File: config.mk
export PLATFORM = sky130hd
export DESIGN_NAME = biquad_notch_sine_mixer
export DESIGN_NICKNAME = d
export VERILOG_FILES = /design/src/design/bqnm_pkg.sv /design/src/design/bqnm_coef_regs.sv /design/src/design/bqnm_mac.sv /design/src/design/biquad_notch_sine_mixer.sv
export SDC_FILE = /design/constraint.sdc
export NUM_CORES = 1
export LEC_CHECK = 0
export ABC_AREA = 1
export BUFFER_PORTS_ARGS = -buffer_cell sky130_fd_sc_hd__buf_2
export CAP_MARGIN = 20
export CORE_MARGIN = 2
export CORE_UTILIZATION = 30
export DETAILED_ROUTE_END_ITERATION = 8
export SYNTH_ARGS = -nofsm -noshare
export SYNTH_HDL_FRONTEND = slang
export SYNTH_SLANG_ARGS = --single-unit
File: constraint.sdc
create_clock -name aclk -period 10.6 [get_ports aclk]
set_clock_uncertainty 0.2 [all_clocks]
set_input_delay 0.53 -clock aclk [delete_from_list [all_inputs] [get_ports aclk]]
set_output_delay 0.53 -clock aclk [all_outputs]
set_load 0.05 [all_outputs]
File: src/design/bqnm_pkg.sv
// Shared types, constants and tables for the biquad notch and sine mixer.
package bqnm_pkg;

    localparam int ADC_W          = 10;
    localparam int X_W            = 8;
    localparam int X_SHIFT        = 8;
    localparam int COEF_W         = 16;
    localparam int STATE_W        = 32;
    localparam int COEF_FRAC_BITS = 14;
    localparam int PROD_FRAC_BITS = 23;
    localparam int BYTE_W         = 8;
    localparam int TABLE_LEN      = 50;
    localparam int ROM_DEPTH      = 64;
    localparam int PHASE_W        = 6;
    localparam int CFG_IDX_W      = 3;

    localparam int DIGIT_W = 4;
    localparam int NDIG    = COEF_W / DIGIT_W;
    localparam int CNT_W   = $clog2(NDIG);
    localparam int MC_W    = STATE_W + COEF_W - DIGIT_W;
    localparam int PP_W    = MC_W + DIGIT_W + 1;
    localparam int ACC_W   = 50;
    localparam int SAT_W   = 38;

    localparam logic [CFG_IDX_W-1:0] REG_FF_COEF0 = 3'd0;
    localparam logic [CFG_IDX_W-1:0] REG_FF_COEF1 = 3'd1;
    localparam logic [CFG_IDX_W-1:0] REG_FF_COEF2 = 3'd2;
    localparam logic [CFG_IDX_W-1:0] REG_FB_COEF1 = 3'd3;
    localparam logic [CFG_IDX_W-1:0] REG_FB_COEF2 = 3'd4;

    localparam logic signed [COEF_W-1:0] FF_COEF0_RST = 16'sd16384;
    localparam logic signed [COEF_W-1:0] FF_COEF1_RST = -16'sd17626;
    localparam logic signed [COEF_W-1:0] FF_COEF2_RST = 16'sd16384;
    localparam logic signed [COEF_W-1:0] FB_COEF1_RST = -16'sd16869;
    localparam logic signed [COEF_W-1:0] FB_COEF2_RST = 16'sd14977;

    localparam logic signed [COEF_W-1:0] SINE_ROM [ROM_DEPTH] = '{
        16'sd0,      16'sd25248,  16'sd32188,  16'sd15786,
        -16'sd12063, -16'sd31164, -16'sd27667, -16'sd4107,
        16'sd22431,  16'sd32703,  16'sd19261,  -16'sd8149,
        -16'sd29649, -16'sd29649, -16'sd8149,  16'sd19261,
        16'sd32703,  16'sd22431,  -16'sd4107,  -16'sd27667,
        -16'sd31164, -16'sd12063, 16'sd15786,  16'sd32188,
        16'sd25248,  16'sd0,      -16'sd25248, -16'sd32188,
        -16'sd15786, 16'sd12063,  16'sd31164,  16'sd27667,
        16'sd4107,   -16'sd22431, -16'sd32703, -16'sd19261,
        16'sd8149,   16'sd29649,  16'sd29649,  16'sd8149,
        -16'sd19261, -16'sd32703, -16'sd22431, 16'sd4107,
        16'sd27667,  16'sd31164,  16'sd12063,  -16'sd15786,
        -16'sd32188, -16'sd25248, 16'sd0,      16'sd0,
        16'sd0,      16'sd0,      16'sd0,      16'sd0,
        16'sd0,      16'sd0,      16'sd0,      16'sd0,
        16'sd0,      16'sd0,      16'sd0,      16'sd0
    };

    typedef struct packed {
        logic signed [COEF_W-1:0] ff0;
        logic signed [COEF_W-1:0] ff1;
        logic signed [COEF_W-1:0] ff2;
        logic signed [COEF_W-1:0] fb1;
        logic signed [COEF_W-1:0] fb2;
    } coef_set_t;

    typedef struct packed {
        logic                      start;
        logic                      clr;
        logic signed [STATE_W-1:0] mcand;
        logic        [COEF_W-1:0]  mplier;
    } mac_cmd_t;

    typedef enum logic [3:0] {
        ST_IDLE,
        ST_FB1,
        ST_FB2,
        ST_W0,
        ST_FF0,
        ST_FF1,
        ST_FF2,
        ST_Y,
        ST_MIX,
        ST_OUT
    } bqnm_state_t;

    function automatic logic signed [STATE_W-1:0] sat32(input logic signed [SAT_W-1:0] v);
        logic [SAT_W-STATE_W:0] top;
        top = v[SAT_W-1:STATE_W-1];
        if ((&top) || !(|top)) begin
            return v[STATE_W-1:0];
        end else if (v[SAT_W-1]) begin
            return {1'b1, {(STATE_W-1){1'b0}}};
        end else begin
            return {1'b0, {(STATE_W-1){1'b1}}};
        end
    endfunction

endpackage

File: src/design/bqnm_coef_regs.sv
// Coefficient register file written through the configuration port.
module bqnm_coef_regs (
    input  logic                            aclk,
    input  logic                            aresetn,
    input  logic                            cfg_wr_en,
    input  logic [bqnm_pkg::CFG_IDX_W-1:0]  cfg_index,
    input  logic [bqnm_pkg::COEF_W-1:0]     cfg_wdata,
    output bqnm_pkg::coef_set_t             coefs
);
    import bqnm_pkg::*;

    coef_set_t coef_reg;
    coef_set_t coef_next;

    always_comb begin
        coef_next = coef_reg;
        if (cfg_wr_en) begin
            unique case (cfg_index)
                REG_FF_COEF0: coef_next.ff0 = cfg_wdata;
                REG_FF_COEF1: coef_next.ff1 = cfg_wdata;
                REG_FF_COEF2: coef_next.ff2 = cfg_wdata;
                REG_FB_COEF1: coef_next.fb1 = cfg_wdata;
                REG_FB_COEF2: coef_next.fb2 = cfg_wdata;
                default:      coef_next = coef_reg;
            endcase
        end
    end

    always_ff @(posedge aclk) begin
        if (!aresetn) begin
            coef_reg.ff0 <= FF_COEF0_RST;
            coef_reg.ff1 <= FF_COEF1_RST;
            coef_reg.ff2 <= FF_COEF2_RST;
            coef_reg.fb1 <= FB_COEF1_RST;
            coef_reg.fb2 <= FB_COEF2_RST;
        end else begin
            coef_reg <= coef_next;
        end
    end

    assign coefs = coef_reg;

endmodule

File: src/design/bqnm_mac.sv
// Digit-serial multiply-accumulate: 4-bit multiplier digit per cycle, LSB first.
module bqnm_mac (
    input  logic                               aclk,
    input  logic                               aresetn,
    input  bqnm_pkg::mac_cmd_t                 cmd,
    output logic                               done,
    output logic signed [bqnm_pkg::ACC_W-1:0]  acc
);
    import bqnm_pkg::*;

    logic                    busy_reg, busy_next;
    logic [CNT_W-1:0]        cnt_reg, cnt_next;
    logic signed [MC_W-1:0]  mcand_reg, mcand_next;
    logic [COEF_W-1:0]       mplier_reg, mplier_next;
    logic signed [ACC_W-1:0] acc_reg, acc_next;
    logic signed [DIGIT_W:0] digit;
    logic signed [PP_W-1:0]  pp;
    logic                    last;

    assign last = (cnt_reg == CNT_W'(NDIG - 1));
    assign done = busy_reg && last;

    // top digit carries the sign of the coefficient
    assign digit = last ? {mplier_reg[DIGIT_W-1], mplier_reg[DIGIT_W-1:0]}
                        : {1'b0, mplier_reg[DIGIT_W-1:0]};
    assign pp    = mcand_reg * digit;

    always_comb begin
        busy_next   = busy_reg;
        cnt_next    = cnt_reg;
        mcand_next  = mcand_reg;
        mplier_next = mplier_reg;
        acc_next    = acc_reg;
        if (busy_reg) begin
            acc_next    = acc_reg + ACC_W'(pp);
            mcand_next  = mcand_reg <<< DIGIT_W;
            mplier_next = mplier_reg >> DIGIT_W;
            cnt_next    = cnt_reg + 1'b1;
            if (last) begin
                busy_next = 1'b0;
            end
        end
        if (cmd.start) begin
            busy_next   = 1'b1;
            cnt_next    = '0;
            mcand_next  = MC_W'(cmd.mcand);
            mplier_next = cmd.mplier;
            if (cmd.clr) begin
                acc_next = '0;
            end
        end
    end

    always_ff @(posedge aclk) begin
        if (!aresetn) begin
            busy_reg <= 1'b0;
            cnt_reg  <= '0;
        end else begin
            busy_reg <= busy_next;
            cnt_reg  <= cnt_next;
        end
        mcand_reg  <= mcand_next;
        mplier_reg <= mplier_next;
        acc_reg    <= acc_next;
    end

    assign acc = acc_reg;

endmodule

File: src/design/biquad_notch_sine_mixer.sv
// Top level: sequencer, filter state, sine phase and output register of the notch mixer.
// One sample in, one byte out. Between one acceptance and the next, six 16-by-32 products
// (two feedback, three feed-forward, one sine mix) pass through a single multiply-accumulate
// unit at one 4-bit coefficient digit per cycle, plus a state each to saturate w0, saturate
// y, write the output and return to idle. A result waiting at the output does not block
// the next sample; only the final write waits for it.
// Coefficient writes take effect at once and belong between samples.
module biquad_notch_sine_mixer (
    input  logic                            aclk,
    input  logic                            aresetn,
    input  logic                            cfg_wr_en,
    input  logic [bqnm_pkg::CFG_IDX_W-1:0]  cfg_index,
    input  logic [bqnm_pkg::COEF_W-1:0]     cfg_wdata,
    input  logic                            s_valid,
    output logic                            s_ready,
    input  logic [bqnm_pkg::ADC_W-1:0]      s_adc_sample,
    output logic                            m_valid,
    input  logic                            m_ready,
    output logic [bqnm_pkg::BYTE_W-1:0]     m_port_byte,
    output logic                            m_clipped
);
    import bqnm_pkg::*;

    localparam int HI_W = ACC_W - PROD_FRAC_BITS;

    coef_set_t               coefs;
    mac_cmd_t                mac_cmd;
    logic                    mac_done;
    logic signed [ACC_W-1:0] mac_acc;

    bqnm_state_t state_reg, state_next;

    logic [X_W-1:0]            x_reg, x_next;
    logic signed [STATE_W-1:0] w0_reg, w0_next;
    logic signed [STATE_W-1:0] delay_one_reg, delay_one_next;
    logic signed [STATE_W-1:0] delay_two_reg, delay_two_next;
    logic [PHASE_W-1:0]        phase_reg, phase_next;
    logic                      m_valid_reg, m_valid_next;
    logic [BYTE_W-1:0]         byte_reg, byte_next;
    logic                      clip_reg, clip_next;

    logic signed [SAT_W-1:0]   w0_diff;
    logic signed [STATE_W-1:0] w0_calc;
    logic signed [STATE_W-1:0] y_calc;
    logic                      out_free;
    logic                      accept;
    logic                      write_out;

    logic [HI_W-1:0]           prod_hi;
    logic                      prod_lo_nz;
    logic [BYTE_W-1:0]         res_byte;
    logic                      res_clip;

    bqnm_coef_regs u_coef_regs (
        .aclk      (aclk),
        .aresetn   (aresetn),
        .cfg_wr_en (cfg_wr_en),
        .cfg_index (cfg_index),
        .cfg_wdata (cfg_wdata),
        .coefs     (coefs)
    );

    bqnm_mac u_mac (
        .aclk    (aclk),
        .aresetn (aresetn),
        .cmd     (mac_cmd),
        .done    (mac_done),
        .acc     (mac_acc)
    );

    // w0 = x*256 - floor(fb_sum / 2^14), y = floor(ff_sum / 2^14), both saturated
    assign w0_diff = $signed({{(SAT_W - X_W - X_SHIFT){1'b0}}, x_reg, {X_SHIFT{1'b0}}})
                   - SAT_W'(mac_acc >>> COEF_FRAC_BITS);
    assign w0_calc = sat32(w0_diff);
    assign y_calc  = sat32(SAT_W'(mac_acc >>> COEF_FRAC_BITS));

    // truncate toward zero, clamp to a byte
    assign prod_hi    = mac_acc[ACC_W-1:PROD_FRAC_BITS];
    assign prod_lo_nz = |mac_acc[PROD_FRAC_BITS-1:0];

    always_comb begin
        res_byte = prod_hi[BYTE_W-1:0];
        res_clip = 1'b0;
        if (mac_acc[ACC_W-1]) begin
            res_byte = '0;
            res_clip = !((&prod_hi) && prod_lo_nz);
        end else if (|prod_hi[HI_W-1:BYTE_W]) begin
            res_byte = '1;
            res_clip = 1'b1;
        end
    end

    assign out_free  = !m_valid_reg || m_ready;
    assign s_ready   = (state_reg == ST_IDLE);
    assign accept    = s_valid && s_ready;
    assign write_out = (state_reg == ST_OUT) && out_free;

    always_comb begin
        state_next = state_reg;
        unique case (state_reg)
            ST_IDLE: if (s_valid)  state_next = ST_FB1;
            ST_FB1:  if (mac_done) state_next = ST_FB2;
            ST_FB2:  if (mac_done) state_next = ST_W0;
            ST_W0:                 state_next = ST_FF0;
            ST_FF0:  if (mac_done) state_next = ST_FF1;
            ST_FF1:  if (mac_done) state_next = ST_FF2;
            ST_FF2:  if (mac_done) state_next = ST_Y;
            ST_Y:                  state_next = ST_MIX;
            ST_MIX:  if (mac_done) state_next = ST_OUT;
            ST_OUT:  if (out_free) state_next = ST_IDLE;
            default:               state_next = ST_IDLE;
        endcase
    end

    always_comb begin
        mac_cmd.start  = 1'b0;
        mac_cmd.clr    = 1'b0;
        mac_cmd.mcand  = delay_one_reg;
        mac_cmd.mplier = coefs.fb1;
        unique case (state_reg)
            ST_IDLE: begin
                mac_cmd.start  = s_valid;
                mac_cmd.clr    = 1'b1;
            end
            ST_FB1: begin
                mac_cmd.start  = mac_done;
                mac_cmd.mcand  = delay_two_reg;
                mac_cmd.mplier = coefs.fb2;
            end
            ST_W0: begin
                mac_cmd.start  = 1'b1;
                mac_cmd.clr    = 1'b1;
                mac_cmd.mcand  = w0_calc;
                mac_cmd.mplier = coefs.ff0;
            end
            ST_FF0: begin
                mac_cmd.start  = mac_done;
                mac_cmd.mcand  = delay_one_reg;
                mac_cmd.mplier = coefs.ff1;
            end
            ST_FF1: begin
                mac_cmd.start  = mac_done;
                mac_cmd.mcand  = delay_two_reg;
                mac_cmd.mplier = coefs.ff2;
            end
            ST_Y: begin
                mac_cmd.start  = 1'b1;
                mac_cmd.clr    = 1'b1;
                mac_cmd.mcand  = y_calc;
                mac_cmd.mplier = SINE_ROM[phase_reg];
            end
            default: begin
                mac_cmd.start  = 1'b0;
            end
        endcase
    end

    always_comb begin
        x_next         = x_reg;
        w0_next        = w0_reg;
        delay_one_next = delay_one_reg;
        delay_two_next = delay_two_reg;
        phase_next     = phase_reg;
        m_valid_next   = m_valid_reg;
        byte_next      = byte_reg;
        clip_next      = clip_reg;
        if (accept) begin
            x_next = s_adc_sample[ADC_W-1:ADC_W-X_W];
        end
        if (state_reg == ST_W0) begin
            w0_next = w0_calc;
        end
        if (m_valid_reg && m_ready) begin
            m_valid_next = 1'b0;
        end
        if (write_out) begin
            m_valid_next   = 1'b1;
            byte_next      = res_byte;
            clip_next      = res_clip;
            delay_two_next = delay_one_reg;
            delay_one_next = w0_reg;
            phase_next     = (phase_reg == PHASE_W'(TABLE_LEN - 1)) ? '0 : phase_reg + 1'b1;
        end
    end

    always_ff @(posedge aclk) begin
        if (!aresetn) begin
            state_reg     <= ST_IDLE;
            delay_one_reg <= '0;
            delay_two_reg <= '0;
            phase_reg     <= '0;
            m_valid_reg   <= 1'b0;
        end else begin
            state_reg     <= state_next;
            delay_one_reg <= delay_one_next;
            delay_two_reg <= delay_two_next;
            phase_reg     <= phase_next;
            m_valid_reg   <= m_valid_next;
        end
        x_reg    <= x_next;
        w0_reg   <= w0_next;
        byte_reg <= byte_next;
        clip_reg <= clip_next;
    end

    assign m_valid     = m_valid_reg;
    assign m_port_byte = byte_reg;
    assign m_clipped   = clip_reg;

endmodule
==> flow_metrics.env <==
export IMPL_status="finished clean"
export IMPL_pin_count=45
export IMPL_r2r_cells=23
export IMPL_grt_overflow_total=0
export IMPL_dp_cells=4757
export IMPL_avgRoutedWirePerCell_um=17.1
export IMPL_cts_buffer_depth=3
export IMPL_syn_area_per_cell_um2=7.15
export IMPL_area_growth_synth_to_final_pct=10.4
export IMPL_clk_pin_slew_worst_paths_ns=0.06
export IMPL_core_area_um2=86800
export IMPL_yosys_warnings=0
export IMPL_htreeDepth=2
export IMPL_antenna_cells=0
export IMPL_rsz0062_at_grt="no"
export IMPL_finalSetupTns_ns=0
export IMPL_cts_buffers=38
export IMPL_drt_initial_drc_count=1912
export IMPL_hold_start="cfg_wdata[13]"
export IMPL_drc=0
export IMPL_synth_compound_area_frac=0.153
export IMPL_whs_path_depth=3
export IMPL_path_class="reg2reg"
export IMPL_ys_top_cells_by_area="dfxtp_1 16%, fa_1 14%, edfxtp_1 12%"
export IMPL_cap_violations=0
export IMPL_clock_root_buffer="clkbuf_16"
export IMPL_cp_arrival_ns=6.79
export IMPL_period_share=0.614
export IMPL_r2r_end="u_mac.acc[32]"
export IMPL_drive_gt1_frac=0.0545
export IMPL_drv_slew=0
export IMPL_cp_max_fo=45
export IMPL_final_cell_mix="756 x inv_1, 755 x nand2_1, 337 x nor2_1, 263 x o21ai_0, 261 x a21oi_1"
export IMPL_syn_num_nets=4021
export IMPL_synthXorXnorAreaFrac=0.0183
export IMPL_r2r_start="u_mac.mplier_reg[3]"
export IMPL_grt_pass1_vias=23200
export IMPL_synth_fa_ha_area_frac=0.199
export IMPL_ant_nets=0
export IMPL_die_w_um=300
export IMPL_synth_edff_count=109
export IMPL_synthSimpleGateAreaFrac=0.210
export IMPL_track_usage=0.183
export IMPL_vias_per_cell=4.93
export IMPL_synth_top_family_by_area="simple AND/OR/NAND/NOR gates"
export IMPL_hold_end="u_coef_regs.coefs[61]"
export IMPL_rrSetupSlack_ns=4.09
export IMPL_ys_flop_type="dfxtp_1"
export IMPL_io_buffers=42
export IMPL_largest_reg_flops=80
export IMPL_cp_required_ns=10.88
export IMPL_seq_area_frac_synth=0.283
export IMPL_finalSetupViolCount=0
export IMPL_nNetsFinal=4000
export IMPL_synth_top_area_cell="dfxtp_1"
export IMPL_end_kind="flip-flop"
export IMPL_synth_seq_cells=317
export IMPL_die_area_um2=90000
export IMPL_drtPass1Iterations=7
export IMPL_vias=23900
export IMPL_rows=108
export IMPL_dpl_hpwl_um=61300
export IMPL_final_cells=4843
export IMPL_mappedNetlistArea_um2=26300
export IMPL_synthArstFlopShare=0
export IMPL_synth_cell_types=58
export IMPL_cts_tree="done"
export IMPL_clock_sinks=317
export IMPL_synthCells=3679
export IMPL_start_util=0.303
export IMPL_gp_congestion=0.950
export IMPL_antenna_found_initial=4
export IMPL_min_path_type="in2reg"
export IMPL_final_common_cell="inv_1"
export IMPL_synth_top_area_frac=0.158
export IMPL_slew_headroom=0.365
export IMPL_period_minus_slack_ns=6.51
export IMPL_routed_wirelength_um=83000
export IMPL_synth_mux_area_fraction=0.000381
export IMPL_max_slew_worst_pin_slew_ns=0.950
export IMPL_die_y_um=300
export IMPL_finalHoldViolCount=0
export IMPL_grt_pass1_wl_um=131000
export IMPL_cp_start_kind="flip-flop"
export IMPL_clk_latency_ns=0.60
export IMPL_grt_max_degree=79
export IMPL_fmax_mhz=154
[cell usage after synthesis (13+ instances only)]
master,instances
nor2_1,337
clkbuf_1,119
nor4_1,19
nand4_1,22
o21ai_0,263
nand3_1,132
inv_1,757
o22ai_1,26
nor2_2,16
o2111ai_1,22
nand2_1,757
ha_1,124
a221oi_1,14
o211ai_1,27
edfxtp_1,109
dfxtp_1,208
buf_2,13
fa_1,184
o21ai_1,28
nor3_1,40
inv_2,22
a21oi_1,261
xor2_1,44
[what timing repair did]
item | CTS | global route
hold buffers | 15 | 0
resized for setup | 0 | 0
endpoints found under the hold margin | 21 | 0
buffers inserted | 0 | 0
setup endpoints to repair | 0 | 0
[stage by stage]
step	hold slack, ns	area [µm²]	worst slack (ns)	utilization
2_1_floorplan	0.224	26300	5.58	-
3_3_place_gp	0.237	27600	4.24	0.318
3_5_place_dp	0.238	27600	4.18	0.318
4_1_cts	0.0000713	29000	4.13	0.334
5_1_grt	0.0187	29000	3.64	0.335
6_report	0.0231	29000	4.09	0.335
[worst max path at each step]
stage / startpoint / end
finish: u_mac.mplier_reg[3] / u_mac.acc[32]
global route: u_mac.mplier_reg[3] / u_mac.acc[32]
CTS: u_mac.mplier_reg[3] / u_mac.acc[32]
detailed placement: u_mac.mplier_reg[3] / u_mac.acc[32]
global placement: u_mac.mplier_reg[3] / u_mac.acc[32]
floorplan: u_mac.mplier_reg[3] / u_mac.acc[48]
[area by class of cell]
class / count / area [µm²]
fillers: 9386 / 57700
multi-input cells: 2428 / 15300
flip-flops and latches: 317 / 7440
inverters: 784 / 2950
well taps: 1155 / 1450
clock buffers: 56 / 1110
repair buffers: 89 / 611
clock inverters: 14 / 189
[critical path, stage by stage, from the launching register on]
cell      delay (ns)
edfxtp_1        0.32
buf_4           0.52
nand2_1         0.13
buf_4           0.34
or2_2           0.36
fa_1            0.50
fa_1            0.44
fa_1            0.50
inv_1           0.05
fa_1            0.49
ha_1            0.29
nand3_1         0.11
nand3_1         0.14
a21boi_0        0.39
o21ai_1         0.23
nand2_1         0.10
nand2_1         0.14
a21oi_1         0.44
inv_1           0.13
nand2_1         0.10
a21o_1          0.10
nand3_1         0.16
nand2_1         0.12
inv_1           0.04
[cells by family (layout without fill, tap and decap cells)]
group,after synthesis,after routing
xor gates and xnor gates,55,55
AOI/OAI and AO/OA,715,715
DFF,317,317
muxes,1,1
buffers and inverters,934,943
and+or+nand+nor,1349,1349
adders and majority gates,308,308
[routing by layer]
metal,GRT usage,part of all wire,wire length [µm]
met4,0.0615,0.029,2440
met1,0.248,0.44,36700
met3,0.0294,0.074,6170
met5,0,0.00033,27
met2,0.297,0.45,37700
Power is left out: the tool's default activity adds up to more than one toggle a clock period on the data nets, which glitch-free logic cannot reach.
